[config.mk]
export PLATFORM = sky130hd
export DESIGN_NAME = modular_exponentiation_unit
export DESIGN_NICKNAME = d
export VERILOG_FILES = /design/src/sv/mexp_pkg.sv /design/src/sv/mexp_ctrl.sv /design/src/sv/mexp_dpath.sv /design/src/sv/modular_exponentiation_unit.sv
export SDC_FILE = /design/constraint.sdc
export NUM_CORES = 1
export LEC_CHECK = 0
export BUFFER_PORTS_ARGS = -buffer_cell sky130_fd_sc_hd__buf_2
export CORE_MARGIN = 2
export CORE_UTILIZATION = 62
export DETAILED_ROUTE_END_ITERATION = 10
export GPL_ROUTABILITY_DRIVEN = 0
export GPL_TIMING_DRIVEN = 0
export HOLD_SLACK_MARGIN = 0.03
export PLACE_DENSITY = 0.9
export SLEW_MARGIN = 10
export SYNTH_ARGS = -nofsm -noshare
export SYNTH_HDL_FRONTEND = slang
export SYNTH_SLANG_ARGS = --single-unit
[constraint.sdc]
create_clock -name i_clk -period 11.2 [get_ports i_clk]
set_input_delay 0.56 -clock i_clk [delete_from_list [all_inputs] [get_ports i_clk]]
set_output_delay 0.56 -clock i_clk [all_outputs]
set_load 0.01 [all_outputs]
[src/sv/mexp_pkg.sv]
`timescale 1ns / 1ps

package mexp_pkg;

    // Modulus bits that take part in the arithmetic (8 .. 31).
    localparam int MOD_BITS = 31;
    // Exponent bits that take part in the scan (8 .. 63).
    localparam int EXP_BITS = 63;

    // Fixed port widths.
    localparam int BASE_W = 63;
    localparam int EXPIN_W = 63;
    localparam int MODIN_W = 31;
    localparam int RES_W = 31;

    // One shared down counter covers the base reduction and the multiply steps.
    localparam int CNT_W = $clog2(BASE_W);

    typedef struct packed {
        logic load;      // capture a new word
        logic red_step;  // one bit of base mod m
        logic mul_init;  // start a pair of modular multiplies
        logic mul_step;  // one bit of both multiplies
        logic exp_step;  // commit products, shift exponent
        logic out_load;  // write the output register
    } t_cmd;

    typedef struct packed {
        logic m_small;   // modulus is 0 or 1
        logic e_zero;    // no exponent bits left
        logic out_free;  // output register can take a word
    } t_sts;

    // r*2 + (b ? x : 0) mod m, with r < m and x < m.
    function automatic logic [MOD_BITS-1:0] dbl_add_mod(
        input logic [MOD_BITS-1:0] r,
        input logic [MOD_BITS-1:0] x,
        input logic [MOD_BITS-1:0] m,
        input logic                b
    );
        logic [MOD_BITS:0] t;
        logic [MOD_BITS:0] mm;
        mm = {1'b0, m};
        t = {r, 1'b0};
        if (t >= mm) begin
            t = t - mm;
        end
        if (b) begin
            t = t + {1'b0, x};
        end
        if (t >= mm) begin
            t = t - mm;
        end
        return t[MOD_BITS-1:0];
    endfunction

endpackage

[src/sv/mexp_ctrl.sv]
`timescale 1ns / 1ps

module mexp_ctrl (
    input  logic              i_clk,
    input  logic              i_rst_n,
    input  logic              i_in_valid,
    output logic              o_in_stall,
    input  mexp_pkg::t_sts    i_sts,
    output mexp_pkg::t_cmd    o_cmd
);

    localparam logic [2:0] S_IDLE   = 3'd0;
    localparam logic [2:0] S_REDUCE = 3'd1;
    localparam logic [2:0] S_ESTART = 3'd2;
    localparam logic [2:0] S_MUL    = 3'd3;
    localparam logic [2:0] S_EXP    = 3'd4;
    localparam logic [2:0] S_FINISH = 3'd5;

    localparam int CW = mexp_pkg::CNT_W;

    logic [2:0]    r_state;
    logic [2:0]    n_state;
    logic [CW-1:0] r_cnt;
    logic [CW-1:0] n_cnt;

    always_comb begin
        n_state = r_state;
        n_cnt = r_cnt;
        o_cmd = '0;
        case (r_state)
            S_IDLE: begin
                if (i_in_valid) begin
                    o_cmd.load = 1'b1;
                    n_cnt = CW'(mexp_pkg::BASE_W - 1);
                    n_state = S_REDUCE;
                end
            end
            S_REDUCE: begin
                o_cmd.red_step = 1'b1;
                n_cnt = r_cnt - CW'(1);
                if (r_cnt == '0) begin
                    n_state = S_ESTART;
                end
            end
            S_ESTART: begin
                if (i_sts.m_small || i_sts.e_zero) begin
                    n_state = S_FINISH;
                end else begin
                    o_cmd.mul_init = 1'b1;
                    n_cnt = CW'(mexp_pkg::MOD_BITS - 1);
                    n_state = S_MUL;
                end
            end
            S_MUL: begin
                o_cmd.mul_step = 1'b1;
                n_cnt = r_cnt - CW'(1);
                if (r_cnt == '0) begin
                    n_state = S_EXP;
                end
            end
            S_EXP: begin
                o_cmd.exp_step = 1'b1;
                n_state = S_ESTART;
            end
            S_FINISH: begin
                if (i_sts.out_free) begin
                    o_cmd.out_load = 1'b1;
                    n_state = S_IDLE;
                end
            end
            default: begin
                n_state = S_IDLE;
            end
        endcase
    end

    always_ff @(posedge i_clk) begin
        if (!i_rst_n) begin
            r_state <= S_IDLE;
            r_cnt <= '0;
        end else begin
            r_state <= n_state;
            r_cnt <= n_cnt;
        end
    end

    assign o_in_stall = (r_state != S_IDLE);

endmodule

[src/sv/mexp_dpath.sv]
`timescale 1ns / 1ps

module mexp_dpath (
    input  logic                          i_clk,
    input  logic                          i_rst_n,
    input  logic                          i_action,
    input  logic [mexp_pkg::BASE_W-1:0]   i_base,
    input  logic [mexp_pkg::EXPIN_W-1:0]  i_exponent,
    input  logic [mexp_pkg::MODIN_W-1:0]  i_modulus,
    input  logic                          i_out_stall,
    output logic                          o_out_valid,
    output logic [mexp_pkg::RES_W-1:0]    o_result,
    input  mexp_pkg::t_cmd                i_cmd,
    output mexp_pkg::t_sts                o_sts
);

    localparam int MW = mexp_pkg::MOD_BITS;
    localparam int EW = mexp_pkg::EXP_BITS;
    localparam int BW = mexp_pkg::BASE_W;
    localparam int RW = mexp_pkg::RES_W;

    logic [MW-1:0] r_m;
    logic [BW-1:0] r_base;
    logic [EW-1:0] r_e;
    logic [MW-1:0] r_acc;
    logic [MW-1:0] r_sq;
    logic [MW-1:0] r_pa;
    logic [MW-1:0] r_ps;
    logic [MW-1:0] r_y;
    logic          r_out_valid;
    logic [RW-1:0] r_result;

    logic [MW-1:0] mod_in;
    logic [EW-1:0] e_start;
    logic [MW:0]   red_t;
    logic [MW-1:0] red_next;
    logic          m_small;

    assign mod_in = i_modulus[MW-1:0];
    // The inverse uses Fermat's exponent m - 2.
    assign e_start = i_action ? EW'(mod_in - MW'(2)) : i_exponent[EW-1:0];

    // One restoring step of base mod m, base fed in from its top bit.
    assign red_t = {r_sq, r_base[BW-1]};
    assign red_next = (red_t >= {1'b0, r_m}) ? MW'(red_t - {1'b0, r_m}) : red_t[MW-1:0];

    assign m_small = (r_m[MW-1:1] == '0);

    always_ff @(posedge i_clk) begin
        if (i_cmd.load) begin
            r_m <= mod_in;
            r_base <= i_base;
            r_e <= e_start;
            r_acc <= MW'(1);
            r_sq <= '0;
        end
        if (i_cmd.red_step) begin
            r_sq <= red_next;
            r_base <= r_base << 1;
        end
        if (i_cmd.mul_init) begin
            r_y <= r_sq;
            r_pa <= '0;
            r_ps <= '0;
        end
        // Both products share the multiplier bits of the running square.
        if (i_cmd.mul_step) begin
            r_pa <= mexp_pkg::dbl_add_mod(r_pa, r_acc, r_m, r_y[MW-1]);
            r_ps <= mexp_pkg::dbl_add_mod(r_ps, r_sq, r_m, r_y[MW-1]);
            r_y <= r_y << 1;
        end
        if (i_cmd.exp_step) begin
            if (r_e[0]) begin
                r_acc <= r_pa;
            end
            r_sq <= r_ps;
            r_e <= r_e >> 1;
        end
        if (i_cmd.out_load) begin
            r_result <= m_small ? '0 : RW'(r_acc);
        end
    end

    always_ff @(posedge i_clk) begin
        if (!i_rst_n) begin
            r_out_valid <= 1'b0;
        end else if (i_cmd.out_load) begin
            r_out_valid <= 1'b1;
        end else if (!i_out_stall) begin
            r_out_valid <= 1'b0;
        end
    end

    assign o_sts.m_small = m_small;
    assign o_sts.e_zero = (r_e == '0);
    assign o_sts.out_free = !r_out_valid || !i_out_stall;

    assign o_out_valid = r_out_valid;
    assign o_result = r_result;

endmodule

[src/sv/modular_exponentiation_unit.sv]
`timescale 1ns / 1ps
// Channel  Direction  Handshake                 Payload
// in       input      i_in_valid / o_in_stall   i_action, i_base, i_exponent, i_modulus
// out      output     o_out_valid / i_out_stall o_result
//
// One word at a time: the word is taken and the base is reduced bit by bit, then, unless
// the modulus is 0 or 1, each exponent bit up to the highest set one runs a multiply pass,
// both modular products running bit-serially side by side; a last exponent check and the
// output write, which waits for the output register to be free, close the word.
// Reset (i_rst_n low at a clock edge) empties the output register and idles the controller.
// A finished word waits in the output register under i_out_stall while a new word is taken.

module modular_exponentiation_unit (
    input  logic                          i_clk,
    input  logic                          i_rst_n,
    input  logic                          i_in_valid,
    output logic                          o_in_stall,
    input  logic                          i_action,
    input  logic [mexp_pkg::BASE_W-1:0]   i_base,
    input  logic [mexp_pkg::EXPIN_W-1:0]  i_exponent,
    input  logic [mexp_pkg::MODIN_W-1:0]  i_modulus,
    output logic                          o_out_valid,
    input  logic                          i_out_stall,
    output logic [mexp_pkg::RES_W-1:0]    o_result
);

    mexp_pkg::t_cmd cmd;
    mexp_pkg::t_sts sts;

    mexp_ctrl u_ctrl (
        .i_clk      (i_clk),
        .i_rst_n    (i_rst_n),
        .i_in_valid (i_in_valid),
        .o_in_stall (o_in_stall),
        .i_sts      (sts),
        .o_cmd      (cmd)
    );

    mexp_dpath u_dpath (
        .i_clk       (i_clk),
        .i_rst_n     (i_rst_n),
        .i_action    (i_action),
        .i_base      (i_base),
        .i_exponent  (i_exponent),
        .i_modulus   (i_modulus),
        .i_out_stall (i_out_stall),
        .o_out_valid (o_out_valid),
        .o_result    (o_result),
        .i_cmd       (cmd),
        .o_sts       (sts)
    );

endmodule

==> flow_summary.ini <==
[worst_setup_path]
worstPathMaxFanout = 10
startpoint_type = flop
slowest_delay_ns = 0.82
cp.required_ns = 11.49
crit_type = reg2reg
path_common_cell = o21ai_0
endpoint_kind = flop
cp.arrival_ns = 10.63
worst_path_max_delay_cell = a2111oi_0

[grt]
grt_pass1_wl_mm = 127
track_usage = 0.344
antenna_found_initial = 1
grt_max_degree = 63
grt_pass1_vias = 24700
grt-ovfl-total = 0

[pwr]
cellPowerDensity_nw_per_um2 = 296
p_leak_uw = 0.0124
ir_drop_uv = 168

[sta]
finalSetupTns_ns = 0
post-route-period-util = 0.923
finalSetupViolations = 0
max_freq_mhz = 96.7
holdWs_ns = 0.202
maxSlewHeadroom = 0.0836
clock_skew_ns = 0.0261
maxSlewViolCount = 0
tightest_slew_ns = 1.36
min_period_ns = 10.34
rsz0062_at_grt = false
final_hold_viol_count = 0

[floorplan]
coreArea_um2 = 44100
die_h_um = 215
dieArea_um2 = 46300
die_w_um = 215
floorplan.initialDensity = 0.626
num_rows = 77
pin_count = 195

[synth]
syn_nets = 3367
synth_ff_type = edfxtp_1
synth_edf_count = 309
ys_warn_count = 0
syn_area_um2 = 27600
syn_inst = 2978
synth.distinct_cells = 83
synth-seq-cells = 353
synth_area_per_cell_um2 = 9.28
seq_area_frac_synth = 0.368
async_flop_share = 0

[cells_and_area]
diodes = 0
nets = 3605
register_area_um2 = 10200
final_layout_size_suffix_gt1_frac = 0.118
syn_to_final_growth_pct = 11.5
multiInputGateArea_um2 = 16700
num-fill-cells = 3092

[detailed_routing]
dr_total_vias = 25700
wl_per_cell_um = 21.3
viasPerCell = 6.71
drc_errors = 0
wl_mm = 81.9
drt_iter0_markers = 3001
antenna_left = 0
first_pass_iters = 6

[clocking]
hold_buffers = 0
clk_path_buf_depth = 3
cts_tree = built
clkTransAtPathRegs_ns = 0.06
cts_setup_buffers = 0
cts_root_buf = clkbuf_16
clock_sinks = 353
post_cts_resize_count = 0
cts_max_level = 2
clk-insertion-delay-late_ns = 0.59
cts_buffers = 40

[placement]
dpl.hpwl_mm = 62.4
io_buffers = 193

[hold_path]
hold_path.class = in2reg

[job]
maxCapViolCount = 0

[run_status]
status = completed
[worst max-delay path, delay by kind of cell (launching register included)]
| kind | cells | cell delay, ns |
|---|---|---|
| simple gates | 9 | 1.97 |
| flops | 1 | 0.35 |
| buf+inv | 5 | 1.66 |
| compound gates | 15 | 4.24 |
| mux | 2 | 0.73 |
| fa+ha+maj | 3 | 1.06 |
[Yosys cell counts, types with 46 or more instances]
master | n | area share
nor2b_1 | 54 | 0.012
o21ai_0 | 227 | 0.041
ha_1 | 220 | 0.10
a21oi_1 | 280 | 0.051
edfxtp_1 | 309 | 0.34
mux2i_1 | 50 | 0.018
a21o_1 | 97 | 0.026
nand2_1 | 298 | 0.040
clkbuf_1 | 109 | 0.015
nand3_1 | 59 | 0.011
a22o_1 | 122 | 0.039
xor2_1 | 62 | 0.020
nor3_1 | 52 | 0.0094
inv_1 | 97 | 0.013
mux2_2 | 72 | 0.029
o21a_1 | 46 | 0.012
xnor2_1 | 124 | 0.039
nor2_1 | 184 | 0.025
[per-stage QoR]
stage | area, um2 | setup slack [ns] | cells | total power [uW] | util
2_1_floorplan | 27600 | 3.38 | 2978 | 6260 | -
3_3_place_gp | 29300 | 1.62 | 3763 | 7240 | 0.665
3_5_place_dp | 29500 | 1.25 | 3766 | 7500 | 0.667
4_1_cts | 30800 | 1.22 | 3838 | 8940 | 0.698
5_1_grt | 30800 | 0.366 | 3838 | 9690 | 0.699
6_report | 30800 | 0.860 | 3838 | 9130 | 0.699
[registers in the layout, summed over array words and instances (netlist names), 31 cells and up]
name and flops:
u_dpath.r_base 63, u_dpath.r_e 63, u_dpath.o_result 31, u_dpath.r_acc 31
u_dpath.r_m 31, u_dpath.r_pa 31, u_dpath.r_ps 31, u_dpath.r_sq 31
u_dpath.r_y 31
[where the power goes]
| part | total, uW | leakage (uW) | internal, uW | switching, uW |
|---|---|---|---|---|
| logic | 5760 | 0.00845 | 2330 | 3430 |
| registers | 1980 | 0.00330 | 1780 | 200 |
| clock network | 1390 | 0.000662 | 831 | 558 |
| total | 9130 | 0.0124 | 4950 | 4180 |
[final timing paths]
path / from / end / slack [ns] / cells after the start
hold / removal: i_modulus[8] / u_dpath.r_m[8] / 0.20 / 1
setup / recovery: u_dpath.r_m[7] / u_dpath.r_ps[27] / 0.86 / 34
setup reg to reg: u_dpath.r_m[7] / u_dpath.r_ps[27] / 0.86 / 34
hold reg to reg: u_dpath.r_base[0] / u_dpath.r_base[0] / 0.48 / 2
[layout by cell type, fill, tap and decap left out, drive strengths merged, types with 8 or more instances in the layout]
cell type	Yosys	layout
nor2	184	184
o31ai	23	23
a21o	97	97
nand3b	8	8
nor2b	54	54
xnor2	124	124
buf	12	208
a31oi	22	22
a211oi	36	36
nand3	59	59
xor2	62	62
edfxtp	309	309
clkbuf	110	167
ha	220	220
a31o	12	12
and3	23	23
mux2	78	78
o211ai	23	23
nand4	37	37
and2	14	14
o22ai	9	9
or2	11	11
nand2b	28	28
dfxtp	44	44
or3	23	23
o21a	46	46
and4	9	9
a32oi	8	8
nor3	52	52
nand2	299	299
nor4	37	37
o21ai	231	231
inv	97	98
o21bai	23	23
a21oi	281	281
a22o	122	122
mux2i	51	51
[routing by layer]
| layer | share of wire | track usage |
|---|---|---|
| met3 | 0.11 | 0.0648 |
| met1 | 0.37 | 0.420 |
| met2 | 0.46 | 0.566 |
| met5 | 0.00012 | 0 |
| met4 | 0.063 | 0.213 |
[area by class of cell]
type | count | area share
clock buffers | 57 | 0.0358
clock inverters | 15 | 0.00860
repair buffers | 196 | 0.0335
well taps | 592 | 0.0240
plain buffers | 122 | 0.0165
flip-flops and latches | 353 | 0.330
inverters | 97 | 0.0118
multi-input cells | 2406 | 0.540
[cells by family after synthesis]
logic type               Yosys count  share of synthesized area
flip-flops                       353                      0.368
XOR/XNOR                         186                     0.0589
adder cells (fa/ha/maj)          227                      0.105
AO/OA/AOI/OAI                   1011                      0.239
multiplexers                     129                     0.0515
AND/OR/NAND/NOR                  853                      0.147
buffers and inverters            219                     0.0315
(Power assumes the default switching activity.)
